<file path="src/design/lnf_pkg.sv">
`timescale 1ns / 1ps
// ----------------------------------------------------------------------------
// lnf_pkg
// shared types and constants of the newline line framer
// ----------------------------------------------------------------------------
package lnf_pkg;

    // longest line that is kept, at most STORE_DEPTH
    localparam int MAX_LINE    = 64;
    localparam int STORE_DEPTH = 64;
    localparam int ADDR_W      = $clog2(STORE_DEPTH);
    localparam int LEN_W       = $clog2(MAX_LINE + 1);

    localparam logic [7:0] BYTE_LF = 8'd10;
    localparam logic [7:0] BYTE_CR = 8'd13;

    typedef enum logic [1:0] {
        KIND_BYTE     = 2'd0,
        KIND_EMPTY    = 2'd1,
        KIND_OVERLONG = 2'd2
    } t_kind;

    typedef enum logic [1:0] {
        S_IDLE,
        S_READ,
        S_WAIT
    } t_state;

    // request of the line store's write and read ports
    typedef struct packed {
        logic              wr_en;
        logic [ADDR_W-1:0] wr_addr;
        logic [7:0]        wr_data;
        logic              rd_en;
        logic [ADDR_W-1:0] rd_addr;
    } t_store_req;

endpackage

</file>
<file path="src/design/lnf_if.sv">
`timescale 1ns / 1ps
// ----------------------------------------------------------------------------
// lnf_if
// request channels of the line framer: received bytes in, line items out
// ----------------------------------------------------------------------------
interface lnf_rx_if;
    logic       valid;
    logic       ready;
    logic [7:0] rx_byte;

    modport source (output valid, output rx_byte, input ready);
    modport sink   (input valid, input rx_byte, output ready);
endinterface

interface lnf_res_if;
    logic                valid;
    logic                ready;
    lnf_pkg::t_kind      kind;
    logic [7:0]          line_byte;
    logic                last;

    modport source (output valid, output kind, output line_byte, output last, input ready);
    modport sink   (input valid, input kind, input line_byte, input last, output ready);
endinterface

</file>
<file path="src/design/lnf_line_store.sv">
`timescale 1ns / 1ps
// ----------------------------------------------------------------------------
// lnf_line_store
// line byte memory: one write port, one read port with registered data
// ----------------------------------------------------------------------------
module lnf_line_store (
    input  logic                i_clk,
    input  lnf_pkg::t_store_req i_req,
    output logic [7:0]          o_rd_data
);

    logic [7:0] r_mem [lnf_pkg::STORE_DEPTH];
    logic [7:0] r_rd_data;

    always_ff @(posedge i_clk) begin
        if (i_req.wr_en) begin
            r_mem[i_req.wr_addr] <= i_req.wr_data;
        end
    end

    // read data holds until the next read
    always_ff @(posedge i_clk) begin
        if (i_req.rd_en) begin
            r_rd_data <= r_mem[i_req.rd_addr];
        end
    end

    assign o_rd_data = r_rd_data;

endmodule

</file>
<file path="src/design/newline_line_framer_top.sv">
`timescale 1ns / 1ps
// ----------------------------------------------------------------------------
// newline_line_framer_top
// assembles line-feed terminated lines from a byte stream and plays them out
// ----------------------------------------------------------------------------
// Bytes come in on i_rx, one request each, and are written into a 64 entry
// line store (a single-port-write, registered-read memory). Carriage returns
// are ignored. A line feed plays the stored line out on o_res, one request
// per byte with last set on the final one; an empty line gives a single
// empty item. A byte that would make the line longer than MAX_LINE gives one
// overlong notice, clears the line and starts a drop that ends at the next
// line feed, which itself gives nothing. An ordinary byte, a carriage return
// and a line feed that ends an empty line or a drop are taken back to back.
// A line feed that ends a stored line holds i_rx off while the store is
// walked: each byte is read from the memory in S_READ and then loaded into
// the output register in S_WAIT, which waits while o_res stalls.
// A byte is taken only while the output register is free or being emptied.
// The store needs no clearing after reset: only entries written in the
// current line are ever read.
// ----------------------------------------------------------------------------
module newline_line_framer_top (
    input  logic             i_clk,
    input  logic             i_rst_n,
    lnf_rx_if.sink           i_rx,
    lnf_res_if.source        o_res
);

    // control state
    lnf_pkg::t_state                 r_state, n_state;
    logic [lnf_pkg::LEN_W-1:0]       r_len, n_len;
    logic                            r_dropping, n_dropping;
    logic [lnf_pkg::ADDR_W-1:0]      r_idx, n_idx;

    // output register
    logic                            r_out_valid, n_out_valid;
    lnf_pkg::t_kind                  r_out_kind, n_out_kind;
    logic [7:0]                      r_out_byte, n_out_byte;
    logic                            r_out_last, n_out_last;

    // store access
    lnf_pkg::t_store_req             store_req;
    logic [7:0]                      store_rd_data;

    logic                            out_free;
    logic                            rx_fire;
    logic [lnf_pkg::LEN_W-1:0]       idx_next;

    lnf_line_store u_store (
        .i_clk     (i_clk),
        .i_req     (store_req),
        .o_rd_data (store_rd_data)
    );

    // output register is free or drains this cycle
    assign out_free = !r_out_valid || o_res.ready;
    assign rx_fire  = i_rx.valid && i_rx.ready;
    // bytes only come in while the store is not being walked
    assign i_rx.ready = (r_state == lnf_pkg::S_IDLE) && out_free;

    // count of bytes played out once the current one is sent
    assign idx_next = lnf_pkg::LEN_W'(r_idx) + lnf_pkg::LEN_W'(1);

    always_comb begin
        n_state     = r_state;
        n_len       = r_len;
        n_dropping  = r_dropping;
        n_idx       = r_idx;
        n_out_valid = r_out_valid;
        n_out_kind  = r_out_kind;
        n_out_byte  = r_out_byte;
        n_out_last  = r_out_last;

        store_req         = '0;
        store_req.wr_addr = lnf_pkg::ADDR_W'(r_len);
        store_req.wr_data = i_rx.rx_byte;
        store_req.rd_addr = r_idx;

        if (r_out_valid && o_res.ready) begin
            n_out_valid = 1'b0;
        end

        case (r_state)
            lnf_pkg::S_IDLE: begin
                if (rx_fire) begin
                    if (i_rx.rx_byte == lnf_pkg::BYTE_LF) begin
                        if (r_dropping) begin
                            // line feed ends the drop quietly
                            n_dropping = 1'b0;
                            n_len      = '0;
                        end else if (r_len == '0) begin
                            n_out_valid = 1'b1;
                            n_out_kind  = lnf_pkg::KIND_EMPTY;
                            n_out_byte  = '0;
                            n_out_last  = 1'b1;
                        end else begin
                            n_idx   = '0;
                            n_state = lnf_pkg::S_READ;
                        end
                    end else if (i_rx.rx_byte == lnf_pkg::BYTE_CR || r_dropping) begin
                        // ignored
                    end else if (r_len >= lnf_pkg::LEN_W'(lnf_pkg::MAX_LINE)) begin
                        n_out_valid = 1'b1;
                        n_out_kind  = lnf_pkg::KIND_OVERLONG;
                        n_out_byte  = '0;
                        n_out_last  = 1'b1;
                        n_len       = '0;
                        n_dropping  = 1'b1;
                    end else begin
                        store_req.wr_en = 1'b1;
                        n_len           = r_len + lnf_pkg::LEN_W'(1);
                    end
                end
            end
            lnf_pkg::S_READ: begin
                // writes happen only in idle, so no read can meet a write
                store_req.rd_en = 1'b1;
                n_state         = lnf_pkg::S_WAIT;
            end
            lnf_pkg::S_WAIT: begin
                if (out_free) begin
                    n_out_valid = 1'b1;
                    n_out_kind  = lnf_pkg::KIND_BYTE;
                    n_out_byte  = store_rd_data;
                    n_out_last  = (idx_next == r_len);
                    if (idx_next == r_len) begin
                        n_len   = '0;
                        n_state = lnf_pkg::S_IDLE;
                    end else begin
                        n_idx   = lnf_pkg::ADDR_W'(idx_next);
                        n_state = lnf_pkg::S_READ;
                    end
                end
            end
            default: begin
                n_state = lnf_pkg::S_IDLE;
            end
        endcase
    end

    // control registers
    always_ff @(posedge i_clk) begin
        if (!i_rst_n) begin
            r_state     <= lnf_pkg::S_IDLE;
            r_len       <= '0;
            r_dropping  <= 1'b0;
            r_out_valid <= 1'b0;
        end else begin
            r_state     <= n_state;
            r_len       <= n_len;
            r_dropping  <= n_dropping;
            r_out_valid <= n_out_valid;
        end
    end

    // payload registers
    always_ff @(posedge i_clk) begin
        r_idx      <= n_idx;
        r_out_kind <= n_out_kind;
        r_out_byte <= n_out_byte;
        r_out_last <= n_out_last;
    end

    assign o_res.valid     = r_out_valid;
    assign o_res.kind      = r_out_kind;
    assign o_res.line_byte = r_out_byte;
    assign o_res.last      = r_out_last;

endmodule

</file>
<file path="src/flat_wrapper.sv">
// flat-port wrapper written by rule: the top's interface ports become plain ports
module newline_line_framer_top_flat 
  (i_clk, i_rst_n, i_rx_valid, i_rx_rx_byte, i_rx_ready, o_res_valid, o_res_kind, o_res_line_byte, o_res_last, o_res_ready);
  lnf_rx_if i_rx_i ();
  lnf_res_if o_res_i ();
  input  logic i_clk;
  input  logic i_rst_n;
  input wire logic [$bits(i_rx_i.valid)-1:0] i_rx_valid;
  input wire logic [$bits(i_rx_i.rx_byte)-1:0] i_rx_rx_byte;
  output wire logic [$bits(i_rx_i.ready)-1:0] i_rx_ready;
  output wire logic [$bits(o_res_i.valid)-1:0] o_res_valid;
  output wire logic [$bits(o_res_i.kind)-1:0] o_res_kind;
  output wire logic [$bits(o_res_i.line_byte)-1:0] o_res_line_byte;
  output wire logic [$bits(o_res_i.last)-1:0] o_res_last;
  input wire logic [$bits(o_res_i.ready)-1:0] o_res_ready;
  assign i_rx_i.valid = i_rx_valid;
  assign i_rx_i.rx_byte = i_rx_rx_byte;
  assign i_rx_ready = i_rx_i.ready;
  assign o_res_valid = o_res_i.valid;
  assign o_res_kind = o_res_i.kind;
  assign o_res_line_byte = o_res_i.line_byte;
  assign o_res_last = o_res_i.last;
  assign o_res_i.ready = o_res_ready;
  newline_line_framer_top u_core (.i_clk(i_clk), .i_rst_n(i_rst_n), .i_rx(i_rx_i), .o_res(o_res_i));
endmodule
</file>
<file path="config.mk">
export PLATFORM = sky130hd
export DESIGN_NAME = newline_line_framer_top_flat
export DESIGN_NICKNAME = d
export VERILOG_FILES = /design/src/design/lnf_pkg.sv /design/src/design/lnf_if.sv /design/src/design/lnf_line_store.sv /design/src/design/newline_line_framer_top.sv /design/src/flat_wrapper.sv
export SDC_FILE = /design/constraint.sdc
export NUM_CORES = 1
export LEC_CHECK = 0
export ABC_AREA = 1
export BUFFER_PORTS_ARGS = -buffer_cell sky130_fd_sc_hd__buf_4
export CORE_AREA = 2 2 165 208
export DETAILED_ROUTE_END_ITERATION = 16
export DIE_AREA = 0 0 167 210
export PLACE_DENSITY = 0.84
export SLEW_MARGIN = 20
export SYNTH_ARGS = -nofsm -noshare
export SYNTH_HDL_FRONTEND = slang
export SYNTH_SLANG_ARGS = --single-unit
</file>
<file path="constraint.sdc">
create_clock -name i_clk -period 4.8 [get_ports i_clk]
set_clock_uncertainty 0.1 [all_clocks]
set_input_delay 0.24 -clock i_clk [delete_from_list [all_inputs] [get_ports i_clk]]
set_output_delay 0.24 -clock i_clk [all_outputs]
set_load 0.01 [all_outputs]
</file>
[Word-level counts from Yosys, hierarchy flattened]
Memory sizes are Yosys's and may differ from the RTL's. A register that Yosys moved wholly into a read port is not among the register bits.
Cells that the tools add are included.
Cells by class
  reductions and logical operators: 15
  muxes and demuxes: 64
  equality and inequality tests: 18
  add/sub/neg operators: 2
  $lt $le $gt $ge: 1
Operator list (count)
  8-bit two-way mux: 7
  7-bit two-way mux: 7
  6-bit two-way mux: 6
  1-bit two-way mux: 25
  2-bit two-way mux: 12
  8-bit by 4-bit equality test with 1-bit output (second input constant): 2
  8-bit one-hot mux with 2 select lines: 1
  7-bit one-hot mux with 2 select lines: 1
  7-bit AND reduction: 2
  3-bit inequality test (second input constant): 4
  6-bit one-hot mux with 2 select lines: 1
  2-bit by 1-bit inequality test with 1-bit output (second input constant): 4
  2-bit inequality test (second input constant): 4
  6-bit by 1-bit adder with 7-bit output (second input constant): 1
  7-bit by 1-bit adder with 7-bit output (second input constant): 1
  7-bit equality test: 1
  7-bit >= comparator (second input constant): 1
  7-bit logical NOT: 1
  2-bit one-hot mux with 3 select lines: 1
  6-bit AND reduction: 1
  5-bit AND reduction: 1
  1-bit one-hot mux with 2 select lines: 2
  2-bit one-hot mux with 2 select lines: 1
  4-bit AND reduction: 1
  other kinds (8): 12
Storage, ports and cells
  input bits: 12
  flip-flop bits (word level): 28
  RAM bits: 512
  memories kept: 1
  word-level logic and storage cells: 109
  output and inout bits: 13
Memories
  u_core.u_store.r_mem: depth 64, bits a word 8, rd ports 1, clocked after memory_dff 1, wr ports 1, line lnf_line_store.sv:12  | logic [7:0] r_mem [lnf_pkg::STORE_DEPTH];

[Depth between registers and ports, before layout]
Gate-level depths: netlist of the first run.
  depth in word-level cells: 8
  depth in mapped cells: 14
  depth with buffers taken out: 14

[Cells and area by module]
From an unflattened synthesis of the first run, not the netlist that was laid out.
Second synthesis, totals
  cells, all modules: 2031
  area total of the unflattened synthesis: 23012.1 um^2
By module, submodules not included
  lnf_line_store: instances 1, area each 21319.2 um^2, sequential area each 15615.0 um^2, cells an instance 1802
  newline_line_framer_top: instances 1, area each 1692.9 um^2, sequential area each 730.7 um^2, cells an instance 229

[Worst setup path after synthesis of the first run]
No wires, ideal clock.
  path kind: flip-flop to flip-flop
  from: register u_core.r_state[1]
  to: memory u_core.u_store.r_mem[26][0], enable pin
  period minus slack after synthesis: 2344 ps
  cell stages (with the launch flop): 10
  required time: 4330 ps
  arrival: 1874 ps
  buffers on the path: 0
  library setup time: 370 ps
  slack: 2456 ps
  path through: dfxtp_1 nor2_4 inv_2 nor2_2 nand2_1 nor4_4 nand2_1 inv_2 nand2_2 nor2_1
Between the ends
  longest elaborated chain between the ends: 7
RTL lines
  start: declaration: line newline_line_framer_top.sv:29  | lnf_pkg::t_state r_state, n_state;
  start signal: assignment: line newline_line_framer_top.sv:143  | r_state <= lnf_pkg::S_IDLE;
  start signal: assignment: line newline_line_framer_top.sv:148  | r_state <= n_state;
  2-bit logical NOT: line newline_line_framer_top.sv:58  | assign i_rx.ready = (r_state == lnf_pkg::S_IDLE) && out_free;
  1-bit logical AND: line newline_line_framer_top.sv:58
  net i_rx_ready: line flat_wrapper.sv:10  | output wire logic [$bits(i_rx_i.ready)-1:0] i_rx_ready;
  1-bit logical AND: line newline_line_framer_top.sv:56  | assign rx_fire = i_rx.valid && i_rx.ready;
  1-bit two-way mux: line newline_line_framer_top.sv:84  | if (rx_fire) begin
  1-bit two-way mux: line newline_line_framer_top.sv:82  | case (r_state)
  1-bit two-way mux: line lnf_line_store.sv:16  | if (i_req.wr_en) begin
  1-bit two-way mux (implied by the code): line lnf_line_store.sv:17  | r_mem[i_req.wr_addr] <= i_req.wr_data;
  end: declaration: line lnf_line_store.sv:12
The timed path passes the listed nets, and every way through them passes these cells.

[Worst setup path after layout of the first run]
  from: register u_core.r_state[1]
  to: memory u_core.u_store.r_mem[43][7], enable pin
Between the ends
  longest elaborated chain between the ends: 7
RTL lines (line)
  2-bit logical NOT (*): newline_line_framer_top.sv:58, newline_line_framer_top.sv:82
  1-bit logical AND: newline_line_framer_top.sv:58
  1-bit logical AND: newline_line_framer_top.sv:56
  1-bit two-way mux: newline_line_framer_top.sv:84
  1-bit two-way mux (*): newline_line_framer_top.sv:82
  1-bit two-way mux (*): lnf_line_store.sv:16
  1-bit two-way mux (implied by the code) (*): lnf_line_store.sv:17
Mark *: on every way between the ends. The rest lies on a longest branch, timed or not.

==> impl_results.md, run 1 <==
- Synthesized instance count: 1823
- Initial Util: 67.21%
- Synth Net Count: 1838
- LEAKAGE: 8.359 nW
- Grt total ovfl: 0
- #FFs+latches synth: 548
- DRT Pass-1 Iters: 8
- Initial antenna violation count: 1
- Max Freq: 298.6 MHz
- Vias in the first global route: 14542
- Post-synth top area cell: edfxtp_1
- Area Growth Syn to Fin: 9.065%
- Buf+Inv Stages, Crit Path: 1
- I/O Buffers: 24
- H-tree levels: 2
- Synth unique cells: 29
- Dpl hpwl: 31140 microns
- Max Buffers Root-to-Sink: 3
- Crit-path cells: nor2_4 > inv_2 > nor2_2 > nand2_1 > nor4_4 > nand3_1 > nor2_1
- Worst EP arrival: 3.45 ns
- Resized cells post-CTS: 0
- RSZ-0062 raised after global routing: no
- Routed wire per std cell: 23.74 microns
- Crit path capture type: flop
- Simple-gate portion of the synthesized area: 12.87%
- Status: complete, no violations
- Clock slew at reported path FFs: 0.07 ns
- Synth Area in Compound Gates: 7.991%
- Ant. Diodes: 0
- Placer congestion estimate: 0.9369
- Syn_area_per_cell: 12.21 sq um
- Io pins: 25
- Total number of yosys warnings: 0
- Post-Syn Area: 22260 sq um
- Pwr/cell area: 379.6 nW/um^2
- Worst-path maximum fanout: 8
- Final ANT Viol Nets: 0
- Root Driver: clkbuf_16
- Filler cell count: 1988
- Type of origin of the critical path: flop
- Slew HR: 31.66%
- Slew @ Worst Pin: 1.025 ns
- Register area share after synthesis: 73.42%
- CTS tree: done
- Worst Hold Class: input pin to flop
- Period utilisation layout: 69.78%
- Iter 0 DRT Violations: 2442
- CP required: 4.90 ns
- Reg2reg end: u_core.u_store.r_mem[43][7]
- Core Box Area: 33130 sq um
- XOR/XNOR share of the synthesized area: 0.1180%
- Die W: 167 microns
- Worst Path Class, Setup: flop to flop
- R2R Setup Slk: 1.45 ns
- Crit-path max cell delay: 0.88 ns
- Final TNS setup: 0 ns
- Mux cell area share after synthesis: 2.877%
- Largest family of logic cells by synthesized area: simple AND/OR/NAND/NOR gates
- Top area cells in the synthesized netlist: edfxtp_1 (72%), nand2_1 (6.0%), nor2_1 (5.0%)
- Final hold viol count: 0
- Worst Hold Depth: 1
- Fraction of layout cells with a size suffix above 1: 6.519%
- CTS Buf Count: 48
- Reg2Reg Depth: 7
- Synth Area in Adders: 0.1686%
- Multi-input combinational cell area: 5351 sq um
- Yosys top cell area share: 72.43%
- CTS Hold Bufs: 4
- Slowest CP cell: nor2_1
- DIE AREA: 35070 sq um
- GRT Total Usage: 30.88%
- Drt total wl: 54100 microns
- Hold Slack: 0.02173 ns
- Register area: 16350 sq um
- Worst vdd ir: 0.0003734 V
- Clock Latency Late Sink: 0.57 ns
- DRC viols: 0
- Global-route wire length before repair: 81530 microns
- Hold Path End: u_core.u_store.r_mem[11][5]
- Via count: 14893
- Setup bufs post-CTS: 0
- Layout Nets: 1834
- Die Y: 210 microns
- Vias/cell: 6.535
- Row count: 75
- Clock period minus worst slack: 3.349 ns
- Largest net degree at the start of global routing: 194
- Final setup vio count: 0
- Delay-heaviest family, CP: simple AND/OR/NAND/NOR gates
- Hold Crit Start: i_rx_rx_byte[5]
- # Max-Cap Violations: 0
- Final Max Slew Viols: 0
- Crit Reg-Reg Startpoint: u_core.r_state[1]
- Clock sink count: 548
==> worst max path at each step <==
stage,start,end,cells past startpoint
2_1_floorplan,u_core.r_state[1],u_core.u_store.r_mem[26][0],9
3_3_place_gp,i_rx_rx_byte[1],u_core.u_store.r_mem[43][5],7
3_5_place_dp,i_rx_rx_byte[1],u_core.u_store.r_mem[43][5],7
4_1_cts,u_core.r_state[1],u_core.u_store.r_mem[43][6],7
5_1_grt,u_core.r_state[1],u_core.u_store.r_mem[43][7],7
6_report,u_core.r_state[1],u_core.u_store.r_mem[43][7],7
==> Yosys cell counts <==
| master | instances |
|---|---|
| o21ai_0 | 194 |
| nand4_1 | 4 |
| edfxtp_1 | 537 |
| inv_2 | 2 |
| a31oi_1 | 1 |
| clkinv_1 | 3 |
| a21oi_1 | 76 |
| ha_1 | 3 |
| nand3_1 | 59 |
| nor2_1 | 294 |
| nor3_1 | 4 |
| nor4_4 | 1 |
| o22ai_1 | 65 |
| a211oi_1 | 1 |
| xor2_1 | 3 |
| nand2_2 | 3 |
| o21bai_1 | 1 |
| mux2i_1 | 64 |
| dfxtp_1 | 11 |
| buf_4 | 1 |
| clkbuf_1 | 60 |
| nor2_2 | 3 |
| nand2_1 | 355 |
| nor2_4 | 1 |
| inv_1 | 38 |
| buf_2 | 29 |
| nand4_2 | 1 |
| buf_1 | 8 |
| or2_2 | 1 |
==> sequential cells by signal, indices dropped and copies added, names as in the netlist <==
| register | cells |
|---|---|
| u_core.o_res.kind | 2 |
| u_core.o_res.last | 1 |
| u_core.o_res.line_byte | 8 |
| u_core.o_res.valid | 1 |
| u_core.r_dropping | 1 |
| u_core.r_idx | 6 |
| u_core.r_len | 7 |
| u_core.r_state | 2 |
| u_core.u_store.o_rd_data | 8 |
| u_core.u_store.r_mem | 512 |
==> routing by layer <==
layer	wire length [microns]	GRT usage (%)
met5	7	0
met4	2822	16.14
met3	5849	5.539
met2	26850	51.27
met1	18570	39.45
==> power by group <==
| part | switching (mW) | internal (mW) |
|---|---|---|
| sequential | 0.00872 | 5.26 |
| combinational | 0.143 | 0.0274 |
| clock | 1.64 | 2.14 |
==> per-stage QoR <==
stage               area [sq um]  utilization, %  setup slack (ns)  instances  power (mW)
finish                     24280           73.30             1.451       2279       9.218
floorplan                  22260               -             2.456       1823       5.417
CTS                        24280           73.30             1.539       2279       9.220
detailed placement         22720           68.57             1.122       2188       5.537
global route               24280           73.30             1.372       2279       9.402
global placement           22720           68.57             1.249       2188       5.532
==> placed cells by master, fill, tap and decap left out <==
| master | count |
|---|---|
| edfxtp_1 | 537 |
| nand2_1 | 354 |
| nor2_1 | 294 |
| o21ai_0 | 194 |
| a21oi_1 | 76 |
| o22ai_1 | 65 |
| mux2i_1 | 64 |
| nand3_1 | 59 |
| clkbuf_16 | 49 |
| buf_4 | 38 |
| inv_1 | 36 |
| clkinv_1 | 14 |
| dfxtp_1 | 11 |
| clkbuf_1 | 10 |
| clkinv_2 | 9 |
| bufinv_16 | 5 |
| nand2_2 | 4 |
| nand4_1 | 4 |
| nor3_1 | 4 |
| clkinvlp_4 | 4 |
| dlygate4sd3_1 | 4 |
| nor2_2 | 3 |
| xor2_1 | 3 |
| ha_1 | 3 |
| inv_2 | 2 |
| buf_12 | 2 |
| inv_4 | 1 |
| nor2_4 | 1 |
| or2_2 | 1 |
| nor4_4 | 1 |
| nand4_2 | 1 |
| o21bai_1 | 1 |
| a31oi_1 | 1 |
| a211oi_1 | 1 |
==> logic make-up after synthesis <==
family                   after synthesis
buffers and inverters                141
AO/OA/AOI/OAI                        338
adder cells (fa/ha/maj)                3
multiplexers                          64
XOR/XNOR                               3
flip-flops                           548
AND/OR/NAND/NOR                      726
==> final cells by class <==
type	count	share of cell area (%)
multi-input combinational	1134	22.04
tap	423	2.180
timing repair buffer	44	1.505
clock buffer	59	5.204
inverter	43	0.6802
sequential	548	67.32
clock inverter	28	1.077
Power figures use the tool's default switching activity.
==> inputs of run 2 (changes only) <==
Settings changed: CORE_AREA 2 2 165 208 to 2 2 172 216, DIE_AREA 0 0 167 210 to 0 0 174 218, PLACE_DENSITY 0.84 to 0.79.
Clock period 4.8 ns to 3.5 ns, I/O delays scaled along.
==> run 2 against run 1 <==
Compared with the run above: design area grew 2.4%; worst hold slack improved by 0.15 ns; critical path depth is the same; critical path type unchanged; highest routed layer is now met4; register-to-register slack worse by 0.95 ns; combinational power grew 39%; sequential cell count did not move; die area is 8.2% higher.
==> impl_results.md, run 2 (same netlist as run 1, synthesis figures left out) <==
- Met2 Use GR: 48.18%
- RSZ-0062 raised after global routing: no
- Final TNS setup: 0 ns
- Global-route wire length before repair: 80060 microns
- Final Core Density: 69.24%
- Area Growth Syn to Fin: 11.69%
- Period utilisation layout: 85.57%
- Most flops, register: u_core.u_store.r_mem
- Slew @ Worst Pin: 0.8786 ns
- Filler cell count: 2452
- Die W: 174 microns
- Final worst slack: 0.5050 ns
- GR met3 Demand/Resource: 4.079%
- # Max-Cap Violations: 0
- Fraction of layout cells with a size suffix above 1: 9.818%
- LEAKAGE: 8.719 nW
- Flip-flop count of the largest register after layout: 512
- Hold Path End: u_core.o_res.kind[0]
- Drt total wl: 52810 microns
- Final hold viol count: 0
- Worst-path maximum fanout: 8
- R2R Setup Slk: 0.51 ns
- Crit-path cells: nor2_4 > inv_2 > nor2_2 > nand2_1 > nor4_4 > nand2_1 > nor2_1
- Dpl hpwl: 31330 microns
- Core Box Area: 35910 sq um
- CTS Buf Count: 49
- Hold Crit Start: i_rx_rx_byte[1]
- Iter 0 DRT Violations: 2031
- Worst Hold Class: input pin to flop
- Layout Nets: 1900
- Final setup vio count: 0
- Vias in the first global route: 14343
- Row count: 78
- Setup bufs post-CTS: 0
- Reg2Reg Depth: 7
- Crit-path max cell delay: 0.69 ns
- Multi-input combinational cell area: 5354 sq um
- Slew HR: 41.43%
- M1 GR Usage: 35.58%
- Vias/cell: 6.007
- Clock Latency Late Sink: 0.58 ns
- I/O Buffers: 24
- Global route hottest layer: met2
- Worst Path Class, Setup: flop to flop
- Setup crit start: u_core.r_state[1]
- Initial antenna violation count: 0
- DRT Pass-1 Iters: 5
- Ant. Diodes: 0
- Final Max Slew Viols: 0
- Worst vdd ir: 0.0003522 V
- Most frequent cells in the layout: edfxtp_1 (537), nand2_1 (353), nor2_1 (294)
- Pwr/cell area: 504.6 nW/um^2
- Crit Reg-Reg Startpoint: u_core.r_state[1]
- GRT Total Usage: 28.15%
- Status: complete, no violations
- Final ANT Viol Nets: 0
- Max Buffers Root-to-Sink: 3
- Worst Hold Depth: 5
- Clock slew at reported path FFs: 0.07 ns
- Placer congestion estimate: 0.9031
- Type of origin of the critical path: flop
- CTS tree: done
- Most frequent CP cell: nand2_1
- Max Freq: 333.9 MHz
- Routed wire per std cell: 21.96 microns
- H-tree levels: 2
- Largest net degree at the start of global routing: 179
- Grt total ovfl: 0
- Clock sink count: 548
- Worst EP arrival: 3.09 ns
- Clock period minus worst slack: 2.995 ns
- Root Driver: clkbuf_16
- DRC viols: 0
- CP required: 3.60 ns
- Initial Util: 61.99%
- Reg2reg end: u_core.u_store.r_mem[63][4]
- Commonest non-fill, non-tap cell in the layout: edfxtp_1
- Io pins: 25
- Via count: 14448
- Die Y: 218 microns
- DIE AREA: 37930 sq um
- Crit path capture type: flop
- Register area: 16350 sq um
- Worst slack, placed: 0.5866 ns
- Slowest CP cell: nor2_1
run 2: area by class of cell:
type | instances | area share, %
Tap cell | 480 | 2.415
Clock buffer | 63 | 5.313
Timing Repair Buffer | 109 | 3.552
Inverter | 43 | 0.6592
Multi-Input combinational cell | 1134 | 21.53
Clock inverter | 28 | 0.7950
Sequential cell | 548 | 65.73
run 2: power breakdown:
group	internal [mW]	leakage (nW)	switching, mW
combinational	0.0438	3.04	0.194
clock	2.82	0.747	2.26
sequential	7.22	4.93	0.0115
run 2: timing repair:
item / 4_1_cts / 5_1_grt
hold buffers: 6 / 0
hold endpoints to repair: 18 / 0
resized for setup: 0 / 0
run 2: per-stage QoR:
step	area [sq um]	hold WS [ns]	power (mW)	cells
after global routing	24870	0.1990	12.85	2405
final	24870	0.1736	12.55	2405
after detailed placement	23290	0.3204	7.596	2308
after CTS	24870	0.1427	12.57	2405
after global placement	23290	0.3222	7.591	2308
after floorplan	22260	0.1739	7.429	1823
run 2: worst max-delay path: cells and delay by family, from the launching register on:
| kind | cells | cell delay (ns) |
|---|---|---|
| flops | 1 | 0.36 |
| simple gates | 6 | 2.11 |
| buf+inv | 1 | 0.05 |
run 2: how the worst max path moves through the flow:
stage	end	slack, ns	cells after the start
floorplan	u_core.u_store.r_mem[26][0]	1.16	9
global placement	u_core.u_store.r_mem[63][0]	0.66	7
detailed placement	u_core.u_store.r_mem[63][7]	0.59	7
CTS	u_core.u_store.r_mem[63][5]	0.56	7
global route	u_core.u_store.r_mem[47][7]	0.35	7
finish	u_core.u_store.r_mem[63][4]	0.51	7
run 2: per-layer routing:
metal  vias to the layer above  share of wire [%]
met5                         -                  0
met4                         0                4.8
met3                       153                8.6
met2                       789                 50
met1                      6891                 37
li1                       6615                  -
